## config.mk

```make
export PLATFORM = sky130hd
export DESIGN_NAME = cta_queue
export DESIGN_NICKNAME = d
export VERILOG_FILES = /design/src/design/cta_pkg.sv /design/src/design/cta_queue.sv
export SDC_FILE = /design/constraint.sdc
export NUM_CORES = 1
export LEC_CHECK = 0
export BUFFER_PORTS_ARGS = -buffer_cell sky130_fd_sc_hd__buf_4
export CORE_MARGIN = 4
export CORE_UTILIZATION = 52
export DETAILED_ROUTE_END_ITERATION = 10
export PLACE_DENSITY = 0.79
export SLEW_MARGIN = 25
export SYNTH_ARGS = -nofsm -noshare
export SYNTH_HDL_FRONTEND = slang
export SYNTH_SLANG_ARGS = --single-unit
export TNS_END_PERCENT = 30
```

## constraint.sdc

```tcl
create_clock -name clk -period 11.3 [get_ports clk]
set_clock_uncertainty 0.15 [all_clocks]
set_input_delay 1.13 -clock clk [delete_from_list [all_inputs] [get_ports clk]]
set_output_delay 1.13 -clock clk [all_outputs]
set_load 0.05 [all_outputs]
```

## src/design/cta_pkg.sv

```systemverilog
// cta_pkg: shared types, constants and the CORDIC arctangent table for the
// corner tangent arc block. No dependencies.
`timescale 1ns / 1ps

package cta_pkg;

    localparam int COORD_FRAC_BITS = 16;
    localparam int ANGLE_FRAC_BITS = 13;
    localparam int CORDIC_STEPS    = 30;

    localparam logic [30:0] RADIUS_RESET = 31'(1 << COORD_FRAC_BITS);

    // pi in Q30 radians
    localparam logic signed [33:0] PI_Q30 = 34'sd3373259426;

    // distance limit 2^40 - 1; quotient carries one spare bit for overflow
    localparam int DIST_BITS = 40;
    localparam int QUOT_BITS = DIST_BITS + 1;
    localparam int PROD_W    = 63 + QUOT_BITS + 1;

    localparam int QUEUE_DEPTH = 2;
    localparam int QPTR_W      = (QUEUE_DEPTH > 1) ? $clog2(QUEUE_DEPTH) : 1;
    localparam int QCNT_W      = $clog2(QUEUE_DEPTH + 1);

    localparam int HEAD_SHIFT = 30 - ANGLE_FRAC_BITS;
    localparam logic signed [34:0] HEAD_HALF = 35'sd1 <<< (HEAD_SHIFT - 1);

    typedef struct packed {
        logic signed [31:0] point_x;
        logic signed [31:0] point_y;
        logic               path_start;
    } waypoint_t;

    typedef struct packed {
        logic signed [31:0] entry_x;
        logic signed [31:0] entry_y;
        logic signed [31:0] exit_x;
        logic signed [31:0] exit_y;
        logic signed [15:0] heading_in;
        logic signed [15:0] heading_out;
        logic [31:0]        arc_length;
        logic               degenerate;
    } corner_t;

    // one corner handed from the front to the back
    typedef struct packed {
        logic signed [31:0] bx;
        logic signed [31:0] by;
        logic signed [32:0] u1x;
        logic signed [32:0] u1y;
        logic signed [32:0] u2x;
        logic signed [32:0] u2y;
        logic               degen;
    } job_t;

    typedef enum logic [3:0] {
        BK_IDLE,
        BK_CLASS,
        BK_NORM_LD,
        BK_NORM_RUN,
        BK_PROD,
        BK_SQ_GO,
        BK_SQ_WAIT,
        BK_NN,
        BK_DEN,
        BK_DIV_GO,
        BK_DIV_WAIT,
        BK_CORD_GO,
        BK_CORD_WAIT,
        BK_ARC,
        BK_RES
    } back_state_t;

    typedef enum logic [2:0] {
        DV_IDLE,
        DV_MUL,
        DV_CHK,
        DV_DIV,
        DV_DONE
    } div_state_t;

    // atan(2^-i) in Q30; beyond the table the angle equals 2^(30-i) - 1
    function automatic logic [31:0] atan_entry(input logic [4:0] i);
        unique case (i)
            5'd0:    atan_entry = 32'h3243F6A8;
            5'd1:    atan_entry = 32'h1DAC6705;
            5'd2:    atan_entry = 32'h0FADBAFC;
            5'd3:    atan_entry = 32'h07F56EA6;
            5'd4:    atan_entry = 32'h03FEAB76;
            5'd5:    atan_entry = 32'h01FFD55B;
            5'd6:    atan_entry = 32'h00FFFAAA;
            5'd7:    atan_entry = 32'h007FFF55;
            5'd8:    atan_entry = 32'h003FFFEA;
            5'd9:    atan_entry = 32'h001FFFFD;
            5'd10:   atan_entry = 32'h000FFFFF;
            default: atan_entry = (32'd1 << (5'd30 - i)) - 32'd1;
        endcase
    endfunction

endpackage

```

## src/design/cta_queue.sv

```systemverilog
// cta_queue: short job queue between front and back.
// Depends on cta_pkg.
`timescale 1ns / 1ps

module cta_queue
    import cta_pkg::*;
(
    input  logic clk,
    input  logic rst_n,
    input  logic push_en,
    input  job_t push_data,
    output logic full,
    input  logic pop_en,
    output job_t head,
    output logic empty
);

    job_t              mem [QUEUE_DEPTH];
    logic [QPTR_W-1:0] wr_ptr_reg, rd_ptr_reg, wr_ptr_next, rd_ptr_next;
    logic [QCNT_W-1:0] count_reg;
    logic              do_push, do_pop;

    assign full    = (count_reg == QCNT_W'(QUEUE_DEPTH));
    assign empty   = (count_reg == '0);
    assign do_push = push_en && !full;
    assign do_pop  = pop_en && !empty;
    assign head    = mem[rd_ptr_reg];

    assign wr_ptr_next = (wr_ptr_reg == QPTR_W'(QUEUE_DEPTH - 1)) ? '0 : wr_ptr_reg + 1'b1;
    assign rd_ptr_next = (rd_ptr_reg == QPTR_W'(QUEUE_DEPTH - 1)) ? '0 : rd_ptr_reg + 1'b1;

    always_ff @(posedge clk)
    begin
        if (do_push)
        begin
            mem[wr_ptr_reg] <= push_data;
        end
    end

    always_ff @(posedge clk or negedge rst_n)
    begin
        if (!rst_n)
        begin
            wr_ptr_reg <= '0;
            rd_ptr_reg <= '0;
            count_reg  <= '0;
        end
        else
        begin
            if (do_push)
            begin
                wr_ptr_reg <= wr_ptr_next;
            end
            if (do_pop)
            begin
                rd_ptr_reg <= rd_ptr_next;
            end
            if (do_push && !do_pop)
            begin
                count_reg <= count_reg + 1'b1;
            end
            else if (do_pop && !do_push)
            begin
                count_reg <= count_reg - 1'b1;
            end
        end
    end

endmodule

```

==> out/results.md <==
| Step | Quantity | Reported |
|---|---|---|
| status | Result of the run | finished clean |
| clock network | Clock insertion delay at the later pin of the skew report | 0.50 ns |
| synth | Seq cells post-synth | 398 |
| clock network | Hold-fix buffer count after cts | 0 |
| floorplanning | Overall die width | 177 µm |
| sta | RSZ-0062 raised after global routing | false |
| sta | Final setup violating endpoints | 0 |
| drt | First DRT Iteration DRCs | 454 |
| drt | Routed wire length | 31600 µm |
| clock network | Sink count of the clock tree | 398 |
| setup path | Worst Path Required | 10.02 ns |
| setup path | Crit-path max cell delay | 0.94 ns |
| floorplanning | Number of placement rows | 61 |
| placement | Instance area after placement | 18200 µm² |
| setup path | CP Cell Sequence | buf_4 > buf_4 > mux2_2 > buf_4 |
| clock network | CTS Root Cell | clkbuf_16 |
| sta | Actual transition at the worst max-transition pin | 1.00 ns |
| synth | Net count after synthesis | 834 |
| drt | Post-route ant nets | 0 |
| synth | Top cells by area, synth | edfxtp_1 (80%), mux2_4 (10%), mux2_2 (7.3%), buf_6 (1.1%), dfrtp_1 (0.67%) |
| drt | First-pass iteration count of the detailed router | 4 |
| setup path | Kind of launch point of the worst setup path | flop |
| setup path | Crit Path Category | reg2out |
| clock network | Total of cells resized after clock tree synthesis | 0 |
| cells and area | Flip-flop count of the largest register after layout | 394 |
| sta | Max-slew violation total from the final report | 0 |
| cells and area | Diodes inserted | 0 |
| drt | WL/cell | 21.6 µm |
| floorplanning | Die Y-Extent | 177 µm |
| grt | Wire length of the first global-routing pass | 45900 µm |
| grt | Initial antenna violation count | 0 |
| job | Max-cap violation count | 0 |
| power and ir drop | Pwr Density | 313 nW/µm² |
| clock network | Clock transition at path regs | 0.06 ns |
| cells and area | Top library cells by usage in the layout, fill and taps aside | buf_4 (405), edfxtp_1 (394), mux2_4 (101) |
| setup path | Cell with the most instances on the worst path | buf_4 |
| setup path | Data arrival time at the worst-slack endpoint | 3.40 ns |
| sta | Relative slew margins | 0.331 |
| placement | Port Buffers | 399 |
| floorplanning | Starting density of the core | 0.531 |
| drt | Number of remaining DRC errors | 0 |
| setup path | CP max FO | 56 |
| sta | Max Freq | 214 MHz |
| placement | Detailed-placement wirelength estimate | 22200 µm |
| floorplanning | Number of I/O pins | 400 |
| power and ir drop | Peak supply drop | 0.305 mV |
| synth | Yosys warnings | 0 |
| synth | Gate count after technology mapping | 632 |
| sta | Slack of the critical path | 6.62 ns |
| clock network | CTS buffer count | 39 |
| setup path | CP endpoint kind | primary output |
| placement | Worst Setup Slack post-DPL | 7.11 ns |
| clock network | H-tree depth | 2 |
| clock network | Post-CTS Setup Repair Bufs | 0 |
| sta | Crit path time final | 4.68 ns |
| clock network | Buffers from clock root to sink, at most | 3 |
| synth | Netlist area before placement | 14800 µm² |
| synth | Post-Syn Area per Cell | 23.5 µm² |
| synth | Area share of the leading cell type in the synthesized netlist | 0.798 |
| cells and area | Share of layout cells above drive strength 1 | 0.610 |
| floorplanning | Floorplan Core Area | 27900 µm² |
| placement | Last weighted congestion value of the routability-driven placer | 0.779 |
| drt | Via count | 7493 |
| cells and area | Finished Cell Area | 19500 µm² |
| sta | Final hold violation count | 0 |
| synth | Sequential fraction of the synthesis area | 0.805 |
| drt | Vias per cell | 5.12 |
| clock network | TritonCTS clock tree | built |
| cells and area | Area Overhead vs Synth | 31.4% |
| sta | Final period util | 0.414 |
| grt | Number of global-route vias before repair | 7938 |
| cells and area | Layout Nets | 1261 |
| sta | Sum Neg Setup Slack | 0 ns |
| power and ir drop | P_leak | 7.57 nW |
| grt | Grt ovf | 0 |
| cells and area | Most common cell after layout, fill and taps aside | buf_4 |
| grt | Total track usage | 0.194 |
| synth | Biggest area consumer among synthesized cells | edfxtp_1 |
| setup path | Slowest stage cell, crit path | dfrtp_4 |
| floorplanning | Overall die area | 31300 µm² |
| synth | Library cells used by synthesis | 15 |
| worst hold path | Worst min-delay path category | in2async |
| grt | Largest net degree at the start of global routing | 79 |
## layout make-up
type,count,area [µm²]
clock buffers,53,1110
clock inverters,14,168
fillers,1739,8450
inverters,2,7.51
multi-input cells,210,2700
flip-flops and latches,398,11900
well taps,378,473
repair buffers,408,3090
## critical path: cells and delay by family (launching register included)
kind | cells | cell delay (ns)
buf+inv | 3 | 1.49
flops | 1 | 0.94
mux | 1 | 0.41
## through the flow
step / std cells / util / total power [W] / hold WS, ns
global route: 1463 / 0.697 / 0.00631 / 0.231
CTS: 1462 / 0.696 / 0.00614 / 0.234
detailed placement: 1395 / 0.651 / 0.00486 / 0.366
global placement: 1395 / 0.650 / 0.00483 / 0.363
finish: 1463 / 0.697 / 0.00609 / 0.257
floorplan: 632 / - / 0.00423 / 0.311
## metal layers
metal,routed length (µm),up-vias,global-route usage
li1,-,3370,-
met1,11700,3712,0.231
met2,15900,354,0.332
met3,3210,57,0.0724
met4,902,0,0.0600
met5,0,-,0
## power breakdown
group | leakage [nW] | internal (W) | switching [W]
Sequential | 3.71 | 0.00202 | 0.000123
Clock | 0.628 | 0.000778 | 0.000495
Combinational | 3.23 | 0.000911 | 0.00176
Total | 7.57 | 0.00371 | 0.00238
## cell families after synthesis
group / Yosys count / share of synthesized area
fa+ha+maj: 1 / 0.000844
xor+xnor: 5 / 0.00295
mux: 197 / 0.175
flops: 398 / 0.805
buf+inv: 24 / 0.0143
compound gates: 1 / 0.000337
simple gates: 6 / 0.00186
## worst paths after layout
check	slack [ns]	startpoint	cells after the start	to
min reg2reg	0.38	count_reg[1]$_DFFE_PN0P_	1	count_reg[1]$_DFFE_PN0P_
min in group clk	0.38	count_reg[1]$_DFFE_PN0P_	1	count_reg[1]$_DFFE_PN0P_
min	0.26	rst_n	1	wr_ptr_reg$_DFFE_PN0P_
max in group asynchronous	10.63	rst_n	1	rd_ptr_reg$_DFFE_PN0P_
max reg2reg	8.08	count_reg[0]$_DFFE_PN0P_	5	mem[0][124]$_DFFE_PP_
max	6.62	rd_ptr_reg$_DFFE_PN0P_	4	head[155]
## synth_stat cells (all sizes together)
library cell	n
nand2b	1
xnor2	3
o21ai	1
edfxtp	394
nor2	3
buf	22
ha	1
dfrtp	4
and3	1
inv	2
xor2	2
nand2	1
mux2	197
No activity file was read; power rests on OpenSTA's default activity.
