File: config.mk
export PLATFORM = sky130hd
export DESIGN_NAME = cta_front
export DESIGN_NICKNAME = d
export VERILOG_FILES = /design/src/design/cta_pkg.sv /design/src/design/cta_front.sv
export SDC_FILE = /design/constraint.sdc
export NUM_CORES = 1
export LEC_CHECK = 0
export ABC_CLOCK_PERIOD_IN_PS = 3850
export BUFFER_PORTS_ARGS = -buffer_cell sky130_fd_sc_hd__buf_4
export CORE_UTILIZATION = 51
export CTS_CLUSTER_DIAMETER = 150
export DETAILED_ROUTE_END_ITERATION = 12
export PLACE_DENSITY = 0.78
export SETUP_SLACK_MARGIN = 0.02
export SLEW_MARGIN = 40
export SYNTH_ARGS = -nofsm -noshare
export SYNTH_HDL_FRONTEND = slang
export SYNTH_SLANG_ARGS = --single-unit
export TNS_END_PERCENT = 20
File: constraint.sdc
create_clock -name clk -period 3.85 [get_ports clk]
set_input_delay 0.385 -clock clk [delete_from_list [all_inputs] [get_ports clk]]
set_output_delay 0.385 -clock clk [all_outputs]
set_load 0.005 [all_outputs]
File: src/design/cta_pkg.sv
// cta_pkg: shared types, constants and the CORDIC arctangent table for the
// corner tangent arc block. No dependencies.
`timescale 1ns / 1ps

package cta_pkg;

    localparam int COORD_FRAC_BITS = 16;
    localparam int ANGLE_FRAC_BITS = 13;
    localparam int CORDIC_STEPS    = 30;

    localparam logic [30:0] RADIUS_RESET = 31'(1 << COORD_FRAC_BITS);

    // pi in Q30 radians
    localparam logic signed [33:0] PI_Q30 = 34'sd3373259426;

    // distance limit 2^40 - 1; quotient carries one spare bit for overflow
    localparam int DIST_BITS = 40;
    localparam int QUOT_BITS = DIST_BITS + 1;
    localparam int PROD_W    = 63 + QUOT_BITS + 1;

    localparam int QUEUE_DEPTH = 2;
    localparam int QPTR_W      = (QUEUE_DEPTH > 1) ? $clog2(QUEUE_DEPTH) : 1;
    localparam int QCNT_W      = $clog2(QUEUE_DEPTH + 1);

    localparam int HEAD_SHIFT = 30 - ANGLE_FRAC_BITS;
    localparam logic signed [34:0] HEAD_HALF = 35'sd1 <<< (HEAD_SHIFT - 1);

    typedef struct packed {
        logic signed [31:0] point_x;
        logic signed [31:0] point_y;
        logic               path_start;
    } waypoint_t;

    typedef struct packed {
        logic signed [31:0] entry_x;
        logic signed [31:0] entry_y;
        logic signed [31:0] exit_x;
        logic signed [31:0] exit_y;
        logic signed [15:0] heading_in;
        logic signed [15:0] heading_out;
        logic [31:0]        arc_length;
        logic               degenerate;
    } corner_t;

    // one corner handed from the front to the back
    typedef struct packed {
        logic signed [31:0] bx;
        logic signed [31:0] by;
        logic signed [32:0] u1x;
        logic signed [32:0] u1y;
        logic signed [32:0] u2x;
        logic signed [32:0] u2y;
        logic               degen;
    } job_t;

    typedef enum logic [3:0] {
        BK_IDLE,
        BK_CLASS,
        BK_NORM_LD,
        BK_NORM_RUN,
        BK_PROD,
        BK_SQ_GO,
        BK_SQ_WAIT,
        BK_NN,
        BK_DEN,
        BK_DIV_GO,
        BK_DIV_WAIT,
        BK_CORD_GO,
        BK_CORD_WAIT,
        BK_ARC,
        BK_RES
    } back_state_t;

    typedef enum logic [2:0] {
        DV_IDLE,
        DV_MUL,
        DV_CHK,
        DV_DIV,
        DV_DONE
    } div_state_t;

    // atan(2^-i) in Q30; beyond the table the angle equals 2^(30-i) - 1
    function automatic logic [31:0] atan_entry(input logic [4:0] i);
        unique case (i)
            5'd0:    atan_entry = 32'h3243F6A8;
            5'd1:    atan_entry = 32'h1DAC6705;
            5'd2:    atan_entry = 32'h0FADBAFC;
            5'd3:    atan_entry = 32'h07F56EA6;
            5'd4:    atan_entry = 32'h03FEAB76;
            5'd5:    atan_entry = 32'h01FFD55B;
            5'd6:    atan_entry = 32'h00FFFAAA;
            5'd7:    atan_entry = 32'h007FFF55;
            5'd8:    atan_entry = 32'h003FFFEA;
            5'd9:    atan_entry = 32'h001FFFFD;
            5'd10:   atan_entry = 32'h000FFFFF;
            default: atan_entry = (32'd1 << (5'd30 - i)) - 32'd1;
        endcase
    endfunction

endpackage

File: src/design/cta_front.sv
// cta_front: waypoint window and corner classification.
// Depends on cta_pkg.
`timescale 1ns / 1ps

module cta_front
    import cta_pkg::*;
(
    input  logic      clk,
    input  logic      rst_n,
    input  waypoint_t wp,
    input  logic      push,
    output logic      full,
    input  logic      q_full,
    output logic      job_push,
    output job_t      job
);

    logic signed [31:0] older_x_reg, older_y_reg, newer_x_reg, newer_y_reg;
    logic [1:0]         held_reg;
    logic               accept;
    logic               fill;

    assign full   = q_full;
    assign accept = push && !q_full;
    assign fill   = wp.path_start || (held_reg != 2'd2);

    always_comb
    begin
        job.bx    = newer_x_reg;
        job.by    = newer_y_reg;
        job.u1x   = 33'(newer_x_reg) - 33'(older_x_reg);
        job.u1y   = 33'(newer_y_reg) - 33'(older_y_reg);
        job.u2x   = 33'(wp.point_x) - 33'(newer_x_reg);
        job.u2y   = 33'(wp.point_y) - 33'(newer_y_reg);
        job.degen = (job.u1x == '0 && job.u1y == '0) || (job.u2x == '0 && job.u2y == '0);
    end

    assign job_push = accept && !fill;

    always_ff @(posedge clk or negedge rst_n)
    begin
        if (!rst_n)
        begin
            older_x_reg <= '0;
            older_y_reg <= '0;
            newer_x_reg <= '0;
            newer_y_reg <= '0;
            held_reg    <= 2'd0;
        end
        else if (accept)
        begin
            if (wp.path_start || held_reg == 2'd0)
            begin
                held_reg <= 2'd1;
            end
            else
            begin
                older_x_reg <= newer_x_reg;
                older_y_reg <= newer_y_reg;
                held_reg    <= 2'd2;
            end
            newer_x_reg <= wp.point_x;
            newer_y_reg <= wp.point_y;
        end
    end

endmodule

==> flow_summary.json, run 1 <==
{
  "synth_commonest_cells": "213 x sky130_fd_sc_hd__nand2_1, 192 x sky130_fd_sc_hd__o21ai_0, 167 x sky130_fd_sc_hd__inv_1",
  "synth_seq_area_share_pct": 25.9,
  "postSynth.asyncResetShare_pct": 100,
  "cp-end-kind": "output port",
  "irDropWorstVdd_uv": 491,
  "i_o_pin_count": 268,
  "timing.fmax_ghz": 0.205,
  "critical_path.max_fanout": 4,
  "antenna_cells": 0,
  "cts_tree": "yes",
  "placement.cell_area_um2": 18100,
  "core_area_um2": 24200,
  "final_max_slew_viol_count": 0,
  "drtAntennaViolNets": 0,
  "post_synth_instance_area_um2": 12500,
  "avgSynthCellArea_um2": 7.66,
  "synthFlopType": "sky130_fd_sc_hd__dfrtp_1",
  "finalClockSkew_ns": 0.00650,
  "gpl.final_weighted_congestion": 0.986,
  "layout-drive-gt1-share_pct": 37.1,
  "maxCapViolCount": 0,
  "synth_largest_type_area_fraction_pct": 25.9,
  "synth.distinct_cells": 84,
  "fillerInstances": 1626,
  "detailroute.via_count": 15500,
  "route.final.wire_length_um": 50900,
  "slew_headroom_pct": 57.5,
  "total_power_mw": 13.5,
  "track_usage_pct": 38.5,
  "antenna_found_initial": 1,
  "worstSetupPathType": "reg -> out",
  "place_ws_ns": -0.646,
  "setup_violations": 8,
  "initial_utilization_pct": 51.7,
  "dr.pass1.iters": 6,
  "post_drt_wl_per_cell_um": 19.2,
  "worstHoldPathCells": 3,
  "globalRoute.totalOverflow": 0,
  "drc_errors": 0,
  "drt_first_iter_violations": 1476,
  "clkTransAtPathRegs_ns": 0.06,
  "post_synth_main_area_contributors": "sky130_fd_sc_hd__dfrtp_1 26%, sky130_fd_sc_hd__ha_1 13%, sky130_fd_sc_hd__o21ai_0 7.7%",
  "worstSetupStartpointType": "register",
  "timing_hold_violations_final": 0,
  "synthesis.instances": 1636,
  "postLayoutSetupSlackWorst_ns": -1.04,
  "synth.largest_area_cell": "sky130_fd_sc_hd__dfrtp_1",
  "grt_max_degree": 130,
  "cts-root-buf": "sky130_fd_sc_hd__clkbuf_16",
  "worst_ep_arrival_time_ns": 4.50,
  "yosysWarnings": 0,
  "outcome": "finished, violations left",
  "power_per_cell_area_nw_per_um2": 692,
  "syn_to_final_growth_pct": 55.2,
  "ctsLongestPathBuffers": 2,
  "h-tree-depth": 4,
  "global_route_wire_length_before_repair_um": 77300,
  "timing_worst_slew_pin_value_ns": 0.638,
  "synth_nets": 1837,
  "die_width_um": 159,
  "count_of_flip_flops_with_a_built_in_enable_after_synthesis": 0,
  "fin_util_pct": 80.3,
  "fp-row-count": 57,
  "period_needed_ns": 4.89,
  "min-delay-path-class": "in -> reg",
  "buffer_ports.inserted": 267,
  "failing_checks": "setup timing",
  "dp.final_hpwl_um": 38400,
  "clock-sinks": 130,
  "post-synth-top-count-cell": "sky130_fd_sc_hd__nand2_1",
  "grt_setup_unrepaired": "true",
  "clk_latency_worst_skew_pair_ns": 0.43,
  "place.detailed.instances": 2597,
  "reg2reg_path_depth": 4,
  "req_time_crit_path_ns": 3.46,
  "final_cells": 2644,
  "grt_pass1_vias": 15300,
  "final_net_count": 2508,
  "layout_worst_path_cycle_share_pct": 127,
  "design.die.area_um2": 25200,
  "design_area_um2": 19500,
  "cellLeakagePower_nw": 9.56,
  "detail_route.vias_per_cell": 5.87,
  "yosys_register_bits": 130,
  "chipHeight_um": 159,
  "tritoncts.num_buffers": 17
}
cells by family (layout without fill, tap and decap cells):
| group | count (synthesis) | count (layout) | share of synthesized area, % |
|---|---|---|---|
| simple gates | 515 | 515 | 19.6 |
| xor+xnor | 104 | 104 | 7.26 |
| mux | 7 | 7 | 0.589 |
| compound gates | 523 | 523 | 26.3 |
| fa+ha+maj | 132 | 132 | 13.4 |
| buf+inv | 225 | 909 | 6.85 |
| flops | 130 | 130 | 25.9 |
layer usage:
metal,part of all wire [%],GRT usage [%],up-vias
li1,-,-,7144
met1,39,45.7,7253
met2,46,64.0,873
met3,8.3,7.71,242
met4,6.9,23.9,0
met5,0,0,-
critical path, stage by stage (launching register included):
cell                        delay (ns)
sky130_fd_sc_hd__dfrtp_1          0.36
sky130_fd_sc_hd__inv_1            0.08
sky130_fd_sc_hd__ha_2             0.32
sky130_fd_sc_hd__a21oi_4          0.21
sky130_fd_sc_hd__o211ai_1         0.18
sky130_fd_sc_hd__a2111oi_4        0.42
sky130_fd_sc_hd__buf_4            0.20
sky130_fd_sc_hd__nor2_1           0.07
sky130_fd_sc_hd__buf_4            0.16
sky130_fd_sc_hd__xor2_1           0.19
sky130_fd_sc_hd__nor4_2           0.44
sky130_fd_sc_hd__buf_4            0.18
sky130_fd_sc_hd__nand4b_1         0.13
sky130_fd_sc_hd__and4b_1          0.32
sky130_fd_sc_hd__nand4b_1         0.10
sky130_fd_sc_hd__or4_1            0.49
sky130_fd_sc_hd__o41ai_2          0.07
sky130_fd_sc_hd__buf_4            0.17
cell type report:
class / count / area (um2) / area share [%]
Multi-Input combinational cell: 1281 / 9090 / 46.7
Inverter: 167 / 627 / 3.22
Clock buffer: 20 / 447 / 2.30
Sequential cell: 130 / 3250 / 16.7
Tap cell: 324 / 405 / 2.08
Timing Repair Buffer: 710 / 5400 / 27.8
Clock inverter: 12 / 230 / 1.18
power breakdown:
part / internal [mW] / leakage (nW) / switching, mW
Sequential: 1.64 / 1.61 / 0.138
Combinational: 4.92 / 7.63 / 4.81
Clock: 1.24 / 0.321 / 0.716
final timing paths:
| kind | start | end | slack [ns] |
|---|---|---|---|
| max in group asynchronous | rst_n | older_x_reg[5]$_DFFE_PN0P_ | 2.57 |
| hold / removal | wp[44] | newer_x_reg[11]$_DFFE_PN0P_ | 0.17 |
| hold reg to reg | held_reg[1]$_DFFE_PN0P_ | held_reg[1]$_DFFE_PN0P_ | 0.52 |
| setup reg to reg | held_reg[0]$_DFFE_PN0P_ | older_x_reg[0]$_DFFE_PN0P_ | 2.15 |
| min in group asynchronous | rst_n | older_y_reg[26]$_DFFE_PN0P_ | 0.49 |
| setup / recovery | older_y_reg[12]$_DFFE_PN0P_ | job[0] | -1.04 |
metrics by stage:
| stage | hold slack [ns] | TNS (ns) |
|---|---|---|
| final | 0.170 | -1.34 |
| after global routing | 0.179 | -2.61 |
| after CTS | 0.168 | -1.66 |
| after detailed placement | 0.405 | -0.646 |
| after global placement | 0.403 | -0.592 |
| after floorplan | 0.0894 | -0.0183 |
what timing repair did:
item,in CTS,in global routing
pin swaps,20,23
gates resized for setup,34,78
setup endpoints to repair,18,27
setup buffers,7,8
endpoints found under the hold margin,62,0
hold buffers,1,0
cell usage in the layout (no fill, tap or decap), types with 13 or more instances in the layout:
master | netlist | final
sky130_fd_sc_hd__a21oi_1 | 108 | 99
sky130_fd_sc_hd__xor2_1 | 37 | 35
sky130_fd_sc_hd__nor2_1 | 87 | 86
sky130_fd_sc_hd__inv_1 | 167 | 164
sky130_fd_sc_hd__o21ai_1 | 12 | 15
sky130_fd_sc_hd__clkbuf_16 | 0 | 17
sky130_fd_sc_hd__buf_4 | 1 | 697
sky130_fd_sc_hd__nand4_1 | 23 | 23
sky130_fd_sc_hd__dfrtp_1 | 130 | 130
sky130_fd_sc_hd__and3_1 | 15 | 15
sky130_fd_sc_hd__a21o_1 | 51 | 51
sky130_fd_sc_hd__nand2_1 | 213 | 212
sky130_fd_sc_hd__and2_1 | 15 | 15
sky130_fd_sc_hd__xnor2_1 | 67 | 61
sky130_fd_sc_hd__or3_1 | 15 | 15
sky130_fd_sc_hd__ha_1 | 128 | 111
sky130_fd_sc_hd__o21ai_0 | 192 | 183
sky130_fd_sc_hd__nor3_1 | 32 | 30
sky130_fd_sc_hd__nand2b_1 | 15 | 13
sky130_fd_sc_hd__o21a_1 | 20 | 20
sky130_fd_sc_hd__nand3_1 | 33 | 31
No activity file was read; power rests on OpenSTA's default activity.
==> run 2, diff against run 1 <==
--- a/config.mk
+++ b/config.mk
@@ -5,12 +5,13 @@
 export SDC_FILE = /design/constraint.sdc
 export NUM_CORES = 1
 export LEC_CHECK = 0
+export ABC_AREA = 1
 export ABC_CLOCK_PERIOD_IN_PS = 3850
 export BUFFER_PORTS_ARGS = -buffer_cell sky130_fd_sc_hd__buf_4
-export CORE_UTILIZATION = 51
+export CORE_UTILIZATION = 53
 export CTS_CLUSTER_DIAMETER = 150
 export DETAILED_ROUTE_END_ITERATION = 12
-export PLACE_DENSITY = 0.78
+export PLACE_DENSITY = 0.79
 export SETUP_SLACK_MARGIN = 0.02
 export SLEW_MARGIN = 40
 export SYNTH_ARGS = -nofsm -noshare
==> run 2 against run 1 <==
  * The run now ends clean
  * Via count increased by 18%
  * Total power decreased by 22%
  * Final area decreased by 3.7%
  * Count of clock-buffer cells in the layout decreased by 2
  * Non-clock buffer count decreased by 438
  * Critical endpoint unchanged
==> flow_summary.json, run 2 <==
{
  "outcome": "finished, final reports clean",
  "synthFlopType": "sky130_fd_sc_hd__dfrtp_1",
  "drc_errors": 0,
  "detail_route.vias_per_cell": 5.21,
  "chipHeight_um": 174,
  "timing_hold_violations_final": 0,
  "track_usage_pct": 35.5,
  "dr.pass1.iters": 6,
  "setup_violations": 0,
  "antenna_found_initial": 2,
  "grt_pass1_vias": 16500,
  "synth.distinct_cells": 31,
  "tritoncts.num_buffers": 17,
  "clock-sinks": 130,
  "yosysWarnings": 0,
  "clk_latency_worst_skew_pair_ns": 0.43,
  "count_of_flip_flops_with_a_built_in_enable_after_synthesis": 0,
  "total_power_mw": 10.6,
  "worst_ep_arrival_time_ns": 3.35,
  "synth_commonest_cells": "1145 x sky130_fd_sc_hd__nand2_1, 656 x sky130_fd_sc_hd__inv_1, 220 x sky130_fd_sc_hd__nor2_1",
  "critical_path.max_fanout": 4,
  "final_max_slew_viol_count": 0,
  "grt_setup_unrepaired": "false",
  "synthesis.instances": 2846,
  "ctsLongestPathBuffers": 2,
  "cts-root-buf": "sky130_fd_sc_hd__clkbuf_16",
  "timing.critical_path.slowest_stage_cell": "sky130_fd_sc_hd__dfrtp_1",
  "finalClockSkew_ns": 0.00956,
  "grt_max_degree": 131,
  "drt_first_iter_violations": 2023,
  "design.die.area_um2": 30200,
  "cellLeakagePower_nw": 11.4,
  "die_width_um": 174,
  "req_time_crit_path_ns": 3.46,
  "timing.fmax_ghz": 0.268,
  "slew_headroom_pct": 56.5,
  "critPathMaxStageDelay_ns": 0.43,
  "synth.largest_area_cell": "sky130_fd_sc_hd__nand2_1",
  "post_drt_wl_per_cell_um": 15.6,
  "synth_largest_type_area_fraction_pct": 27.4,
  "setup.worst_path.start": "newer_y_reg[9]$_DFFE_PN0P_",
  "top_library_cells_by_usage_in_the_layout_fill_and_taps_aside": "1138 x sky130_fd_sc_hd__nand2_1, 653 x sky130_fd_sc_hd__inv_1, 270 x sky130_fd_sc_hd__buf_4",
  "layout-drive-gt1-share_pct": 11.5,
  "worstSetupStartpointType": "register",
  "critical_path.most_common_cell": "sky130_fd_sc_hd__nand2_1",
  "detailroute.via_count": 18200,
  "cp-end-kind": "output port",
  "initial_utilization_pct": 54.3,
  "avgSynthCellArea_um2": 5.50,
  "core_area_um2": 28900,
  "route.final.wire_length_um": 54500,
  "drtAntennaViolNets": 0,
  "gpl.final_weighted_congestion": 1.03,
  "post-synth-top-count-cell": "sky130_fd_sc_hd__nand2_1",
  "clkTransAtPathRegs_ns": 0.07,
  "postSynth.asyncResetShare_pct": 100,
  "worstSetupPathType": "reg -> out",
  "layout_worst_path_cycle_share_pct": 96.9,
  "irDropWorstVdd_uv": 342,
  "i_o_pin_count": 268,
  "dp.final_hpwl_um": 45600,
  "final_net_count": 3308,
  "h-tree-depth": 4,
  "min-delay-path-class": "in -> reg",
  "buffer_ports.inserted": 267,
  "fp-row-count": 62,
  "timing_worst_slew_pin_value_ns": 0.652,
  "fillerInstances": 2799,
  "maxCapViolCount": 0,
  "cts_tree": "yes",
  "post_synth_instance_area_um2": 15700,
  "period_needed_ns": 3.73,
  "power_per_cell_area_nw_per_um2": 563,
  "globalRoute.totalOverflow": 0,
  "regToRegStartpoint": "held_reg[1]$_DFFE_PN0P_",
  "mostFrequentLayoutCell": "sky130_fd_sc_hd__nand2_1",
  "yosys_register_bits": 130,
  "post_synth_main_area_contributors": "sky130_fd_sc_hd__nand2_1 27%, sky130_fd_sc_hd__dfrtp_1 21%, sky130_fd_sc_hd__inv_1 16%",
  "syn_to_final_growth_pct": 19.7,
  "path_cells": "inv_1 > ha_1 > nand2_1 > nor2_1 > nand2_1 > nor2_1 > nand2_1 > nand4_1 > nand2_1 > nor2_1 > nand2_1 > nor2_2 > nand2_1 > nor2_1 > nand2_2 > nand2_1 > buf_4",
  "finalSetupTns_ns": 0,
  "synth_nets": 3047,
  "synth_seq_area_share_pct": 20.8,
  "worstHoldStart": "wp[14]",
  "global_route_wire_length_before_repair_um": 85200
}
-- run 2: path summary, 6_finish.rpt --
| check | endpoint | slack (ns) | cells after the start |
|---|---|---|---|
| hold reg to reg | older_x_reg[24]$_DFFE_PN0P_ | 0.49 | 2 |
| setup / recovery | job[0] | 0.12 | 17 |
| hold / removal | newer_y_reg[13]$_DFFE_PN0P_ | 0.17 | 3 |
| min in group asynchronous | newer_y_reg[31]$_DFFE_PN0P_ | 0.44 | 2 |
| setup reg to reg | older_x_reg[22]$_DFFE_PN0P_ | 1.99 | 4 |
| max in group asynchronous | newer_x_reg[24]$_DFFE_PN0P_ | 2.56 | 3 |
-- run 2: repair_timing --
| item | in CTS | in global routing |
|---|---|---|
| endpoints found under the hold margin | 30 | 0 |
| hold buffers | 1 | 0 |
| endpoints found under the setup margin | 1 | 1 |
| pin swaps | 0 | 0 |
| gates resized for setup | 1 | 29 |
| buffers inserted | 0 | 1 |
-- run 2: routing by layer --
layer	part of all wire, %	track usage [%]
met5	0	0
met4	3.5	13.0
met3	9.1	5.05
met2	41	52.4
met1	46	52.1
-- run 2: where the power goes --
group	switching (mW)	internal, mW	total, mW
Combinational	4.38	2.76	7.14
Clock	0.647	0.910	1.56
Sequential	0.226	1.63	1.86
-- run 2: critical path: cells and delay by family (launching register included) --
kind / cells / cell delay, ns
DFF: 1 / 0.43
and+or+nand+nor: 14 / 1.81
buffers and inverters: 2 / 0.23
adders and majority gates: 1 / 0.43
-- run 2: logic make-up after synthesis --
group,count (synthesis),synth area share (%)
AND/OR/NAND/NOR,1615,42.1
buffers and inverters,688,16.6
AO/OA/AOI/OAI,259,8.59
adder cells (fa/ha/maj),132,10.7
flip-flops,130,20.8
XOR/XNOR,22,1.23
-- run 2: layout make-up --
class	instances	area, um2	share of cell area (%)
antenna	2	5.00	0.0267
clock buffer	18	439	2.34
clock inverter	14	130	0.694
inverter	658	2470	13.2
timing repair buffer	272	2060	11.0
multi-input combinational	2028	9910	52.9
sequential	130	3260	17.4
tap	384	480	2.56
-- run 2: through the flow --
| step | cells | util, % | hold WS (ns) | cell area (um2) | worst slack, ns |
|---|---|---|---|---|---|
| final | 3506 | 65.0 | 0.174 | 18700 | 0.118 |
| after global routing | 3506 | 65.0 | 0.184 | 18700 | 0.00638 |
| after CTS | 3503 | 64.7 | 0.173 | 18700 | 0.0689 |
| after detailed placement | 3470 | 62.7 | 0.338 | 18100 | 0.438 |
| after global placement | 3470 | 62.6 | 0.336 | 18100 | 0.500 |
| after floorplan | 2846 | - | 0.0894 | 15700 | 1.26 |
